**src/hw/rtl/atv_pkg.sv**
```systemverilog
// ----------------------------------------------------------------------------
// atv_pkg
// Shared types, opcode codes and helpers for the ASCII timestamp validator.
// ----------------------------------------------------------------------------
package atv_pkg;

  localparam logic [1:0] OP_DATE_TIME = 2'd0;
  localparam logic [1:0] OP_DATE      = 2'd1;
  localparam logic [1:0] OP_TIME      = 2'd2;

  localparam int unsigned YearW  = 19;
  localparam int unsigned FieldW = 13;
  localparam int unsigned ModW   = 12;

  // 1000 and 100 are multiples of 25, so year mod 25 follows from the low two digits
  localparam logic signed [FieldW-1:0] Mod25Bias = 13'sd550;
  // floor(u * 5243 / 2^17) == floor(u / 25) for u < 43690
  localparam logic [12:0] Recip25 = 13'd5243;

  typedef struct packed {
    logic [1:0]               op;
    logic                     date_nz;
    logic                     time_nz;
    logic signed [YearW-1:0]  year;
    logic signed [FieldW-1:0] month;
    logic signed [FieldW-1:0] day;
    logic signed [FieldW-1:0] hour;
    logic signed [FieldW-1:0] minute;
    logic signed [FieldW-1:0] sec;
    logic [ModW-1:0]          mod_arg;
  } dec_t;

  typedef struct packed {
    logic [1:0]      op;
    logic            date_pre;
    logic            time_ok;
    logic [3:0]      month;
    logic [4:0]      day;
    logic [3:0]      year_lo;
    logic [6:0]      quot;
    logic [ModW-1:0] mod_arg;
  } rng_t;

  function automatic logic signed [8:0] digit(input logic [7:0] b);
    return $signed({1'b0, b}) - 9'sd48;
  endfunction

  function automatic logic [4:0] month_len(input logic [3:0] m);
    logic [4:0] len;
    unique case (m)
      4'd1, 4'd3, 4'd5, 4'd7, 4'd8, 4'd10, 4'd12: len = 5'd31;
      4'd4, 4'd6, 4'd9, 4'd11:                    len = 5'd30;
      4'd2:                                        len = 5'd28;
      default:                                     len = 5'd0;
    endcase
    return len;
  endfunction

endpackage

```
**src/hw/rtl/atv_if.sv**
```systemverilog
// ----------------------------------------------------------------------------
// atv_in_if / atv_out_if
// Valid/ready channels carrying timestamp beats in and verdict beats out.
// ----------------------------------------------------------------------------
interface atv_in_if;
  logic        valid;
  logic        ready;
  logic [1:0]  opcode;
  logic [63:0] date_chars;
  logic [47:0] time_chars;

  modport source (output valid, output opcode, output date_chars, output time_chars,
                  input ready);
  modport sink   (input valid, input opcode, input date_chars, input time_chars,
                  output ready);
endinterface

interface atv_out_if;
  logic valid;
  logic ready;
  logic valid_res;

  modport source (output valid, output valid_res, input ready);
  modport sink   (input valid, input valid_res, output ready);
endinterface

```
**src/hw/rtl/ascii_timestamp_validator_core.sv**
```systemverilog
// Three register stages (decode, range, verdict) lie between an accepted input beat and its verdict.
// Throughput: one beat per cycle while the output is not stalled.
// Each stage fills a bubble even while a later one stalls; ready is low only when all are full.
// Reset clears the stage valid bits; the pipeline is empty and ready right after reset.
// ----------------------------------------------------------------------------
// ascii_timestamp_validator_core
// Checks an ASCII date/time stamp and returns one valid bit per beat.
// ----------------------------------------------------------------------------
module ascii_timestamp_validator_core (
  input  logic       clk_i,
  input  logic       rst_ni,
  atv_in_if.sink     req_i,
  atv_out_if.source  rsp_o
);

  logic          s1_valid;
  logic          s1_ready;
  atv_pkg::dec_t s1_data;
  logic          s2_valid;
  logic          s2_ready;
  atv_pkg::rng_t s2_data;

  atv_decode u_decode (
    .clk_i        (clk_i),
    .rst_ni       (rst_ni),
    .valid_i      (req_i.valid),
    .ready_o      (req_i.ready),
    .opcode_i     (req_i.opcode),
    .date_chars_i (req_i.date_chars),
    .time_chars_i (req_i.time_chars),
    .valid_o      (s1_valid),
    .ready_i      (s1_ready),
    .data_o       (s1_data)
  );

  atv_range u_range (
    .clk_i   (clk_i),
    .rst_ni  (rst_ni),
    .valid_i (s1_valid),
    .ready_o (s1_ready),
    .data_i  (s1_data),
    .valid_o (s2_valid),
    .ready_i (s2_ready),
    .data_o  (s2_data)
  );

  atv_verdict u_verdict (
    .clk_i       (clk_i),
    .rst_ni      (rst_ni),
    .valid_i     (s2_valid),
    .ready_o     (s2_ready),
    .data_i      (s2_data),
    .valid_o     (rsp_o.valid),
    .ready_i     (rsp_o.ready),
    .valid_res_o (rsp_o.valid_res)
  );

endmodule

```
**src/hw/rtl/atv_decode.sv**
```systemverilog
// ----------------------------------------------------------------------------
// atv_decode
// Stage 1: zero-byte detection and weighted digit sums of every field.
// ----------------------------------------------------------------------------
module atv_decode (
  input  logic           clk_i,
  input  logic           rst_ni,
  input  logic           valid_i,
  output logic           ready_o,
  input  logic [1:0]     opcode_i,
  input  logic [63:0]    date_chars_i,
  input  logic [47:0]    time_chars_i,
  output logic           valid_o,
  input  logic           ready_i,
  output atv_pkg::dec_t  data_o
);

  logic signed [8:0] dd [8];
  logic signed [8:0] td [6];
  logic [7:0]        date_zero;
  logic [5:0]        time_zero;
  logic signed [atv_pkg::FieldW-1:0] mod_sum;
  atv_pkg::dec_t     dec_d;
  atv_pkg::dec_t     dec_q;
  logic              valid_q;

  always_comb begin
    for (int k = 0; k < 8; k++) begin
      dd[k]        = atv_pkg::digit(date_chars_i[63-8*k -: 8]);
      date_zero[k] = (date_chars_i[63-8*k -: 8] == 8'd0);
    end
    for (int k = 0; k < 6; k++) begin
      td[k]        = atv_pkg::digit(time_chars_i[47-8*k -: 8]);
      time_zero[k] = (time_chars_i[47-8*k -: 8] == 8'd0);
    end
  end

  always_comb begin
    mod_sum       = 13'(dd[2]) * 13'sd10 + 13'(dd[3]) + atv_pkg::Mod25Bias;
    dec_d.op      = opcode_i;
    dec_d.date_nz = ~|date_zero;
    dec_d.time_nz = ~|time_zero;
    dec_d.year    = 19'(dd[0]) * 19'sd1000 + 19'(dd[1]) * 19'sd100
                  + 19'(dd[2]) * 19'sd10 + 19'(dd[3]);
    dec_d.month   = 13'(dd[4]) * 13'sd10 + 13'(dd[5]);
    dec_d.day     = 13'(dd[6]) * 13'sd10 + 13'(dd[7]);
    dec_d.hour    = 13'(td[0]) * 13'sd10 + 13'(td[1]);
    dec_d.minute  = 13'(td[2]) * 13'sd10 + 13'(td[3]);
    dec_d.sec     = 13'(td[4]) * 13'sd10 + 13'(td[5]);
    dec_d.mod_arg = mod_sum[atv_pkg::ModW-1:0];
  end

  assign ready_o = !valid_q || ready_i;
  assign valid_o = valid_q;
  assign data_o  = dec_q;

  always_ff @(posedge clk_i or negedge rst_ni) begin
    if (!rst_ni) begin
      valid_q <= 1'b0;
    end else if (ready_o) begin
      valid_q <= valid_i;
    end
  end

  always_ff @(posedge clk_i) begin
    if (ready_o && valid_i) begin
      dec_q <= dec_d;
    end
  end

endmodule

```
**src/hw/rtl/atv_range.sv**
```systemverilog
// ----------------------------------------------------------------------------
// atv_range
// Stage 2: field range checks and reciprocal quotient for the mod-25 test.
// ----------------------------------------------------------------------------
module atv_range (
  input  logic           clk_i,
  input  logic           rst_ni,
  input  logic           valid_i,
  output logic           ready_o,
  input  atv_pkg::dec_t  data_i,
  output logic           valid_o,
  input  logic           ready_i,
  output atv_pkg::rng_t  data_o
);

  logic [24:0]   prod;
  logic          day_fits;
  atv_pkg::rng_t rng_d;
  atv_pkg::rng_t rng_q;
  logic          valid_q;

  always_comb begin
    prod     = 25'(data_i.mod_arg) * 25'(atv_pkg::Recip25);
    day_fits = (data_i.day >= 13'sd1) && (data_i.day <= 13'sd31);
    rng_d.op       = data_i.op;
    rng_d.date_pre = data_i.date_nz && (data_i.year >= 19'sd1)
                   && (data_i.month >= 13'sd1) && (data_i.month <= 13'sd12) && day_fits;
    rng_d.time_ok  = data_i.time_nz
                   && (data_i.hour >= 13'sd0) && (data_i.hour <= 13'sd23)
                   && (data_i.minute >= 13'sd0) && (data_i.minute <= 13'sd59)
                   && (data_i.sec >= 13'sd0) && (data_i.sec <= 13'sd59);
    rng_d.month    = data_i.month[3:0];
    rng_d.day      = data_i.day[4:0];
    rng_d.year_lo  = data_i.year[3:0];
    rng_d.quot     = prod[23:17];
    rng_d.mod_arg  = data_i.mod_arg;
  end

  assign ready_o = !valid_q || ready_i;
  assign valid_o = valid_q;
  assign data_o  = rng_q;

  always_ff @(posedge clk_i or negedge rst_ni) begin
    if (!rst_ni) begin
      valid_q <= 1'b0;
    end else if (ready_o) begin
      valid_q <= valid_i;
    end
  end

  always_ff @(posedge clk_i) begin
    if (ready_o && valid_i) begin
      rng_q <= rng_d;
    end
  end

endmodule

```
**src/hw/rtl/atv_verdict.sv**
```systemverilog
// ----------------------------------------------------------------------------
// atv_verdict
// Stage 3: leap year, day-of-month limit and opcode select into the output register.
// ----------------------------------------------------------------------------
module atv_verdict (
  input  logic           clk_i,
  input  logic           rst_ni,
  input  logic           valid_i,
  output logic           ready_o,
  input  atv_pkg::rng_t  data_i,
  output logic           valid_o,
  input  logic           ready_i,
  output logic           valid_res_o
);

  logic [atv_pkg::ModW-1:0] rem;
  logic       div25;
  logic       leap;
  logic [4:0] lim;
  logic       date_ok;
  logic       res_d;
  logic       res_q;
  logic       valid_q;

  always_comb begin
    rem     = data_i.mod_arg - 12'(data_i.quot) * 12'd25;
    div25   = (rem == '0);
    leap    = (data_i.year_lo[1:0] == 2'd0) && (!div25 || (data_i.year_lo == 4'd0));
    lim     = atv_pkg::month_len(data_i.month)
            + 5'((data_i.month == 4'd2) && leap);
    date_ok = data_i.date_pre && (data_i.day <= lim);
    unique case (data_i.op)
      atv_pkg::OP_DATE_TIME: res_d = date_ok && data_i.time_ok;
      atv_pkg::OP_DATE:      res_d = date_ok;
      atv_pkg::OP_TIME:      res_d = data_i.time_ok;
      default:               res_d = 1'b0;
    endcase
  end

  assign ready_o     = !valid_q || ready_i;
  assign valid_o     = valid_q;
  assign valid_res_o = res_q;

  always_ff @(posedge clk_i or negedge rst_ni) begin
    if (!rst_ni) begin
      valid_q <= 1'b0;
    end else if (ready_o) begin
      valid_q <= valid_i;
    end
  end

  always_ff @(posedge clk_i) begin
    if (ready_o && valid_i) begin
      res_q <= res_d;
    end
  end

endmodule

```
**src/flat_wrapper.sv**
```systemverilog
// flat-port wrapper written by rule: the top's interface ports become plain ports
module ascii_timestamp_validator_core_flat 
  (clk_i, rst_ni, req_i_valid, req_i_opcode, req_i_date_chars, req_i_time_chars, req_i_ready, rsp_o_valid, rsp_o_valid_res, rsp_o_ready);
  atv_in_if req_i_i ();
  atv_out_if rsp_o_i ();
  input  logic clk_i;
  input  logic rst_ni;
  input wire logic [$bits(req_i_i.valid)-1:0] req_i_valid;
  input wire logic [$bits(req_i_i.opcode)-1:0] req_i_opcode;
  input wire logic [$bits(req_i_i.date_chars)-1:0] req_i_date_chars;
  input wire logic [$bits(req_i_i.time_chars)-1:0] req_i_time_chars;
  output wire logic [$bits(req_i_i.ready)-1:0] req_i_ready;
  output wire logic [$bits(rsp_o_i.valid)-1:0] rsp_o_valid;
  output wire logic [$bits(rsp_o_i.valid_res)-1:0] rsp_o_valid_res;
  input wire logic [$bits(rsp_o_i.ready)-1:0] rsp_o_ready;
  assign req_i_i.valid = req_i_valid;
  assign req_i_i.opcode = req_i_opcode;
  assign req_i_i.date_chars = req_i_date_chars;
  assign req_i_i.time_chars = req_i_time_chars;
  assign req_i_ready = req_i_i.ready;
  assign rsp_o_valid = rsp_o_i.valid;
  assign rsp_o_valid_res = rsp_o_i.valid_res;
  assign rsp_o_i.ready = rsp_o_ready;
  ascii_timestamp_validator_core u_core (.clk_i(clk_i), .rst_ni(rst_ni), .req_i(req_i_i), .rsp_o(rsp_o_i));
endmodule
```
**config.mk**
```make
export PLATFORM = sky130hd
export DESIGN_NAME = ascii_timestamp_validator_core_flat
export DESIGN_NICKNAME = d
export VERILOG_FILES = /design/src/hw/rtl/atv_pkg.sv /design/src/hw/rtl/atv_if.sv /design/src/hw/rtl/ascii_timestamp_validator_core.sv /design/src/hw/rtl/atv_decode.sv /design/src/hw/rtl/atv_range.sv /design/src/hw/rtl/atv_verdict.sv /design/src/flat_wrapper.sv
export SDC_FILE = /design/constraint.sdc
export NUM_CORES = 1
export LEC_CHECK = 0
export ABC_AREA = 0
export BUFFER_PORTS_ARGS = -buffer_cell sky130_fd_sc_hd__buf_4
export CORE_UTILIZATION = 55
export CTS_CLUSTER_DIAMETER = 80
export CTS_CLUSTER_SIZE = 40
export DETAILED_ROUTE_END_ITERATION = 7
export PLACE_DENSITY = 0.83
export SKIP_LAST_GASP = 1
export SLEW_MARGIN = 20
export SYNTH_ARGS = -nofsm -noshare
export SYNTH_HDL_FRONTEND = slang
export SYNTH_SLANG_ARGS = --single-unit
```
**constraint.sdc**
```tcl
create_clock -name clk_i -period 9.7 [get_ports clk_i]
set_input_delay 0.97 -clock clk_i [delete_from_list [all_inputs] [get_ports clk_i]]
set_output_delay 0.97 -clock clk_i [all_outputs]
set_load 0.01 [all_outputs]
```
==> metrics, run 1 <==
Clock Skews about 0.012 ns; via count of the first global-routing pass 13900; total CTS buffers 17; ys async rst share 2.24%; worst slew slack as a fraction of its limit about two fifths; total negative slack 0 ns; worst skew pair latency 0.43 ns; fin crit period between 6 and 7 ns; wire length of the first global-routing pass approximately 64000 um; Final Max Tran Viols 0; Avg Inst Size Synth 10.0 sq um; number of buffer cells added on primary ports 120; via density per instance between 5 and 6; number of enable-type register cells in the synthesized netlist between 100 and 150; pin count of the biggest net entering global routing 57; Hold Path Class in2async; layout-stage area growth over the synthesis result 11.4%; chip height 185 um; clock tree from TritonCTS yes; max-cap violation count 0; Post-Synthesis Cell Area 0.0183 sq mm; Net Count, Synth 2486; final cycle utilization of the critical path 69.3%; crit path capture type flop; antenna violations before repair 3; Arrival @ worst endpoint approximately 7.0 ns; number of register bits inferred by synthesis around 130; area of the placeable core around 0.033 sq mm; total via count in the routed design 13500; clock transition at the registers of the reported paths roughly 0.070 ns; layout cell share with drive strength beyond 1 ~9.1%; number of standard-cell rows in the floorplan 66; wire length after detailed routing 38600 um; # IOs 121; number of distinct library cells after synthesis 65; Required @ worst endpoint 9.98 ns; estimated wirelength of the detail-placed design between 30000 and 40000 um; Synth Flop Type sky130_fd_sc_hd__edfxtp_1; detailed-router iteration count before antenna repair 5; number of hold violations in the final report 0; total gr overflow 0; number of synthesis warnings 0; area of the die between 0.03 and 0.04 sq mm; Starting Density 56.1%; Worst Path Max Fanout 7; DRT iter0 DRCs 610; gate count of the mapped netlist 1833; post-cts repair resize count 0; clock sink count 134; hold buffer count at cts 0; detailed-route DRC error count 0; # nets final approximately 2600; startpoint type of the worst setup path primary input; gp weighted congestion between 0.8 and 0.9; routed wire length per instance 15.9 um; antenna viol nets, final 0; critical setup path kind in2reg; H-tree Lvls 4; final number of setup-violating endpoints 0; status complete, no violations; overall track demand over capacity in global routing 23.5%; Post-CTS Repair Setup Buffers 0; highest clock rate about 150 MHz; root cell of the clock tree sky130_fd_sc_hd__clkbuf_16; Max clock buf depth 2; unrepaired setup endpoints after global routing no; Die X-Extent between 150 and 200 um; Worst Max-Slew Pin Slew 0.892 ns; sequential area share after synthesis 21.7%
-- path summary, 6_finish.rpt --
kind                                                 startpoint                                      to  slack, ns  depth (start not counted)
setup / recovery                           req_i_date_chars[52]    u_core.u_decode.data_o[94]$_DFFE_PP_       2.97                         21
hold / removal                                           rst_ni    u_core.u_verdict.valid_o$_DFFE_PN0P_       0.31                          1
setup reg to reg            u_core.u_range.data_o[14]$_DFFE_PP_  u_core.u_verdict.valid_res_o$_DFFE_PP_       3.84                         23
hold reg to reg            u_core.u_decode.data_o[99]$_DFFE_PP_     u_core.u_range.data_o[35]$_DFFE_PP_       0.43                          0
max in group asynchronous                                rst_ni     u_core.u_decode.valid_o$_DFFE_PN0N_       9.30                          1
min in group clk_i         u_core.u_decode.data_o[99]$_DFFE_PP_     u_core.u_range.data_o[35]$_DFFE_PP_       0.43                          0
-- cell families (layout without fill, tap and decap cells) --
logic type | after synthesis | count (layout) | synth area share [%]
fa+ha+maj | 535 | 535 | 41.9
simple gates | 349 | 349 | 9.96
buf+inv | 342 | 498 | 7.00
compound gates | 284 | 284 | 10.3
xor+xnor | 175 | 175 | 8.36
flops | 134 | 134 | 21.7
mux | 13 | 13 | 0.716
other cells | 1 | 3 | 0.0204
-- registers in the layout (all words and copies together) (netlist names), named ones only --
signal,count
u_core.u_decode.data_o,92
u_core.u_decode.valid_o,1
u_core.u_range.data_o,35
u_core.u_range.valid_o,1
u_core.u_verdict.valid_res_o,1
u_core.u_verdict.valid_o,1
-- placed cells by master, fill, tap and decap left out, types with 6 or more instances in the layout --
cell	netlist	routed
sky130_fd_sc_hd__ha_1	402	402
sky130_fd_sc_hd__inv_1	342	342
sky130_fd_sc_hd__fa_1	133	133
sky130_fd_sc_hd__xnor2_1	129	129
sky130_fd_sc_hd__edfxtp_1	128	128
sky130_fd_sc_hd__buf_4	0	124
sky130_fd_sc_hd__a21oi_1	94	94
sky130_fd_sc_hd__nor2_1	79	79
sky130_fd_sc_hd__nand2_1	56	56
sky130_fd_sc_hd__xor2_1	46	46
sky130_fd_sc_hd__o21ai_0	45	45
sky130_fd_sc_hd__nor3_1	36	36
sky130_fd_sc_hd__nor4_1	36	36
sky130_fd_sc_hd__nor2b_1	27	27
sky130_fd_sc_hd__o21a_1	25	25
sky130_fd_sc_hd__nand3_1	24	24
sky130_fd_sc_hd__a21o_1	22	22
sky130_fd_sc_hd__clkbuf_16	0	17
sky130_fd_sc_hd__nand2b_1	16	16
sky130_fd_sc_hd__nand4_1	16	16
sky130_fd_sc_hd__or4_1	14	14
sky130_fd_sc_hd__a21boi_0	12	12
sky130_fd_sc_hd__a31oi_1	12	12
sky130_fd_sc_hd__mux2i_1	12	12
sky130_fd_sc_hd__o21bai_1	11	11
sky130_fd_sc_hd__and3_1	11	11
sky130_fd_sc_hd__or2_2	9	9
sky130_fd_sc_hd__a21boi_1	6	6
sky130_fd_sc_hd__or3_1	6	6
-- cells in the mapped netlist (3+ instances only) --
master	instances	area, sq um
sky130_fd_sc_hd__ha_1	402	5030
sky130_fd_sc_hd__inv_1	342	1280
sky130_fd_sc_hd__fa_1	133	2660
sky130_fd_sc_hd__xnor2_1	129	1130
sky130_fd_sc_hd__edfxtp_1	128	3840
sky130_fd_sc_hd__a21oi_1	94	470
sky130_fd_sc_hd__nor2_1	79	297
sky130_fd_sc_hd__nand2_1	56	210
sky130_fd_sc_hd__xor2_1	46	403
sky130_fd_sc_hd__o21ai_0	45	225
sky130_fd_sc_hd__nor3_1	36	180
sky130_fd_sc_hd__nor4_1	36	225
sky130_fd_sc_hd__nor2b_1	27	169
sky130_fd_sc_hd__o21a_1	25	188
sky130_fd_sc_hd__nand3_1	24	120
sky130_fd_sc_hd__a21o_1	22	165
sky130_fd_sc_hd__nand2b_1	16	100
sky130_fd_sc_hd__nand4_1	16	100
sky130_fd_sc_hd__or4_1	14	105
sky130_fd_sc_hd__a21boi_0	12	90.1
sky130_fd_sc_hd__a31oi_1	12	75.1
sky130_fd_sc_hd__mux2i_1	12	120
sky130_fd_sc_hd__and3_1	11	68.8
sky130_fd_sc_hd__o21bai_1	11	82.6
sky130_fd_sc_hd__or2_2	9	56.3
sky130_fd_sc_hd__a21boi_1	6	45.0
sky130_fd_sc_hd__or3_1	6	37.5
sky130_fd_sc_hd__a2111oi_0	5	43.8
sky130_fd_sc_hd__a211oi_1	5	37.5
sky130_fd_sc_hd__a41o_1	4	40.0
sky130_fd_sc_hd__and2_1	4	25.0
sky130_fd_sc_hd__and4_1	4	35.0
sky130_fd_sc_hd__o2111ai_1	4	35.0
sky130_fd_sc_hd__a211o_1	3	26.3
sky130_fd_sc_hd__a211oi_2	3	37.5
sky130_fd_sc_hd__dfrtp_1	3	75.1
sky130_fd_sc_hd__dfxtp_1	3	60.1
sky130_fd_sc_hd__nand3b_1	3	22.5
sky130_fd_sc_hd__nor4b_1	3	26.3
sky130_fd_sc_hd__o211ai_1	3	22.5
sky130_fd_sc_hd__o311a_1	3	30.0
-- worst max-delay path, stage by stage --
cell                       delay [ns]
sky130_fd_sc_hd__buf_4           0.13
sky130_fd_sc_hd__ha_1            0.25
sky130_fd_sc_hd__nor3_1          0.70
sky130_fd_sc_hd__inv_1           0.34
sky130_fd_sc_hd__fa_1            0.61
sky130_fd_sc_hd__inv_1           0.04
sky130_fd_sc_hd__ha_1            0.28
sky130_fd_sc_hd__ha_1            0.33
sky130_fd_sc_hd__nor2b_1         0.15
sky130_fd_sc_hd__o21a_1          0.19
sky130_fd_sc_hd__nor2_1          0.11
sky130_fd_sc_hd__xnor2_1         0.20
sky130_fd_sc_hd__fa_1            0.50
sky130_fd_sc_hd__fa_1            0.50
sky130_fd_sc_hd__ha_1            0.37
sky130_fd_sc_hd__a21oi_1         0.18
sky130_fd_sc_hd__o21ai_0         0.14
sky130_fd_sc_hd__nor3_1          0.23
sky130_fd_sc_hd__a21boi_0        0.21
sky130_fd_sc_hd__or4_1           0.46
sky130_fd_sc_hd__nand4_1         0.11
-- metal layers --
layer  vias to the layer above  track usage [%]  wire length [um]
met4                         2             11.1              1610
met2                       282             42.0             19600
met5                         -                0                13
met3                       104             2.88              1330
li1                       6615                -                 -
met1                      6483             28.0             16100
-- metrics by stage --
stage / hold slack (ns) / utilization [%] / area [sq um] / std cells / worst slack, ns
after detailed placement: 0.409 / 60.6 / 19800 / 2399 / 2.57
final: 0.311 / 62.5 / 20400 / 2433 / 2.97
after floorplan: 0.400 / - / 18300 / 1833 / 2.98
after CTS: 0.301 / 62.5 / 20400 / 2431 / 2.99
after global routing: 0.300 / 62.5 / 20400 / 2433 / 2.61
after global placement: 0.404 / 60.6 / 19800 / 2399 / 2.82
-- cell type report --
cell class	instances	area, sq um
Clock inverter	15	178
Fill cell	2571	12300
Inverter	342	1280
Multi-Input combinational cell	1357	13100
Clock buffer	17	425
Sequential cell	134	3980
Tap cell	442	553
Timing Repair Buffer	124	931
Antenna cell	2	5.00
Power of run 1 is not shown: default switching activity piles up to over one toggle a cycle in this logic, so the estimate is an artifact.
==> run 2: changes to the inputs <==
ABC_AREA = 1   (was 0)
PLACE_DENSITY = 0.86   (was 0.83)
clock period = 5.81 ns   (was 9.7 ns; I/O delays follow)
==> run 2 against run 1 <==
Compared with the run above: critical path depth grew 3; flip-flop and latch count is the same; via count grew 15%; worst setup slack lost 2.7 ns; design area grew 6.8%; first-iteration DRC count grew 20%; utilization grew 0.51 points; register-to-register slack lost 3.3 ns; area after synthesis grew 5.7%; hold slack gained 0.026 ns; synthesized cell count grew 21%; critical path type unchanged.
==> metrics, run 2 <==
status complete, no violations; # nets final 3063 (+17%); detailed-router iteration count before antenna repair 7 (+2); Arrival @ worst endpoint 5.75 ns (-1.26 ns); final number of setup-violating endpoints 0 (unchanged); chip height 190 um (+2.8%); unrepaired setup endpoints after global routing yes; layout cell share with drive strength beyond 1 10.2% (+1.1 points); worst skew pair latency 0.43 ns (about the same); number of synthesis warnings 0 (unchanged); Worst Max-Slew Pin Slew 0.988 ns (+0.0964 ns); number of enable-type register cells in the synthesized netlist 128 (unchanged); number of register bits inferred by synthesis 134 (unchanged); number of distinct library cells after synthesis 45 (-31%); antenna viol nets, final 0 (unchanged); H-tree Lvls 4 (unchanged); antenna violations before repair 2 (-1); Post-CTS Repair Setup Buffers 0 (unchanged); cell occurring most often along the worst timing path sky130_fd_sc_hd__nand2_1; crit-path max cell delay 0.52 ns (-0.18 ns); Max clock buf depth 2 (unchanged); crit path cell chain buf_4, inv_1, ha_1, buf_4, xnor2_1, xnor2_1, fa_1, fa_1, fa_1, ha_1, a21oi_1, a21boi_1, buf_4, xnor2_1, fa_1, ha_1, a21oi_1, o21ai_0, inv_1, nand2_1, nand2_1, nand2_1, nand2_1, nand2_1; Final Max Tran Viols 0 (unchanged); # IOs 121 (unchanged); worst slew slack as a fraction of its limit 34.1% (-6.0 points); highest clock rate 179 MHz; Worst Path Max Fanout 4 (-3); library cell with the largest summed area after synthesis sky130_fd_sc_hd__ha_1; fin crit period ~5.6 ns; number of hold violations in the final report 0 (unchanged); pin count of the biggest net entering global routing 83 (+46%); via count of the first global-routing pass 15700 (+13%); number of standard-cell rows in the floorplan 68 (+3.0%); sequential area share after synthesis 20.5% (-1.2 points); Hold Path Class in2reg; total gr overflow 0 (unchanged); Die X-Extent 190 um (+2.8%); Clock Skews 0.0121 ns (-0.000212 ns); Starting Density 56.0% (-0.10 points); final cycle utilization of the critical path 96.0%; top-count cell post-synth sky130_fd_sc_hd__inv_1; number of buffer cells added on primary ports 120 (unchanged); wire length of the first global-routing pass 71000 um (+11%); biggest area contributors in the synthesized netlist sky130_fd_sc_hd__ha_1 (26%), sky130_fd_sc_hd__edfxtp_1 (20%), sky130_fd_sc_hd__fa_1 (14%); ys async rst share 2.24% (unchanged); clock sink count 134 (unchanged); Net Count, Synth 2880 (+16%); overall track demand over capacity in global routing 24.2% (+0.74 points); Avg Inst Size Synth 8.71 sq um (-13%); area share of the largest cell type after synthesis 25.9% (-1.5 points); startpoint type of the worst setup path primary input; total CTS buffers 17 (unchanged); number of placed cells counting well taps 2845 (+19%); area of the die 0.0360 sq mm (+5.6%); wire length after detailed routing 42900 um (+11%); most used cells in the layout excluding fill and tap cells sky130_fd_sc_hd__inv_1 (465), sky130_fd_sc_hd__ha_1 (401), sky130_fd_sc_hd__nand2_1 (287); crit path capture type flop; gate count of the mapped netlist 2227 (+21%); Buffers & Inverters on Critical Path 5 (+2); cell with the largest stage delay on the worst path sky130_fd_sc_hd__fa_1; clock transition at the registers of the reported paths 0.06 ns (about the same); Worst path top cell family by delay adder cells; commonest cells in the synthesized netlist sky130_fd_sc_hd__inv_1 (468), sky130_fd_sc_hd__ha_1 (402), sky130_fd_sc_hd__nand2_1 (287); via density per instance 5.37 (-3.2%); commonest non-fill, non-tap cell in the layout sky130_fd_sc_hd__inv_1; layout-stage area growth over the synthesis result 12.5%; estimated wirelength of the detail-placed design 36600 um (+14%); Post-Synthesis Cell Area 0.0194 sq mm (+5.7%); max-cap violation count 0 (unchanged); max reg flops 92 (unchanged); area of the placeable core 0.0346 sq mm (+5.9%); gp weighted congestion 0.934 (+3.9%); critical setup path kind in2reg; DRT iter0 DRCs 735 (+20%); detailed-route DRC error count 0 (unchanged); non-filler instance count after layout 2879 (+18%); Synth Flop Type sky130_fd_sc_hd__edfxtp_1; routed wire length per instance 14.9 um (-6.3%); total via count in the routed design 15500 (+15%); Required @ worst endpoint 5.99 ns (-3.99 ns); root cell of the clock tree sky130_fd_sc_hd__clkbuf_16; clock tree from TritonCTS yes
run 2: cell types whose count changed after synthesis, sizes merged, moves of 32 or more:
| cell | delta |
|---|---|
| xnor2 | -44 |
| nor2 | +32 |
| xor2 | +52 |
| a21oi | +70 |
| nand2 | +239 |
| inv | +141 |
| nand3 | +62 |
run 2: area by class of cell:
class	count	area [sq um]
antenna	2	5.00
clock buffer	19	433
clock inverter	12	120
fill	2699	12800
inverter	484	1820
multi-input combinational	1609	13700
sequential	134	3980
tap	455	569
timing repair buffer	164	1230
run 2: worst paths after layout:
path | slack (ns) | from | cells past startpoint | end
max reg2reg | 0.51 | u_core.u_range.data_o[13]$_DFFE_PP_ | 26 | u_core.u_verdict.valid_res_o$_DFFE_PP_
max in group asynchronous | 5.22 | rst_ni | 2 | u_core.u_range.valid_o$_DFFE_PN0P_
min in group asynchronous | 0.49 | rst_ni | 2 | u_core.u_verdict.valid_o$_DFFE_PN0P_
min | 0.34 | req_i_opcode[0] | 1 | u_core.u_decode.data_o[98]$_DFFE_PP_
min reg2reg | 0.44 | u_core.u_decode.data_o[99]$_DFFE_PP_ | 0 | u_core.u_range.data_o[35]$_DFFE_PP_
max | 0.23 | req_i_date_chars[60] | 24 | u_core.u_decode.data_o[92]$_DFFE_PP_
run 2: repair_timing:
item,4_1_cts,5_1_grt
hold endpoints to repair,3,0
setup endpoints to repair,0,5
resized for setup,0,14
hold buffers,1,0
run 2: kinds of logic (layout without fill, tap and decap cells):
group                    count (synthesis)  in the layout  share of synthesized area [%]
flip-flops                             134            134                           20.5
buffers and inverters                  484            679                           9.37
other                                    1              3                         0.0193
XOR/XNOR                               183            183                           8.31
AO/OA/AOI/OAI                          304            304                           8.84
AND/OR/NAND/NOR                        586            586                           13.3
adder cells (fa/ha/maj)                535            535                           39.7
run 2: through the flow:
step                hold slack (ns)  utilization (%)  cell area (sq um)  TNS (ns)  setup slack (ns)
floorplan                     0.285                -              19400         0            0.0389
global placement              0.372             61.2              21200    -0.402            -0.129
detailed placement            0.375             61.2              21200     -1.45            -0.424
CTS                           0.323             62.8              21700         0           0.00505
global route                  0.325             63.0              21800   -0.0383           -0.0280
finish                        0.337             63.0              21800         0             0.235
run 2: metal layers:
metal  GRT usage [%]  part of all wire [%]  up-vias
met5               0                     0        -
met4            8.47                   2.7        0
met3            2.55                   3.5       72
met2            44.4                    51      357
met1            29.3                    43     7336
li1                -                     -     7685
Power of run 2 is left out for the same reason.
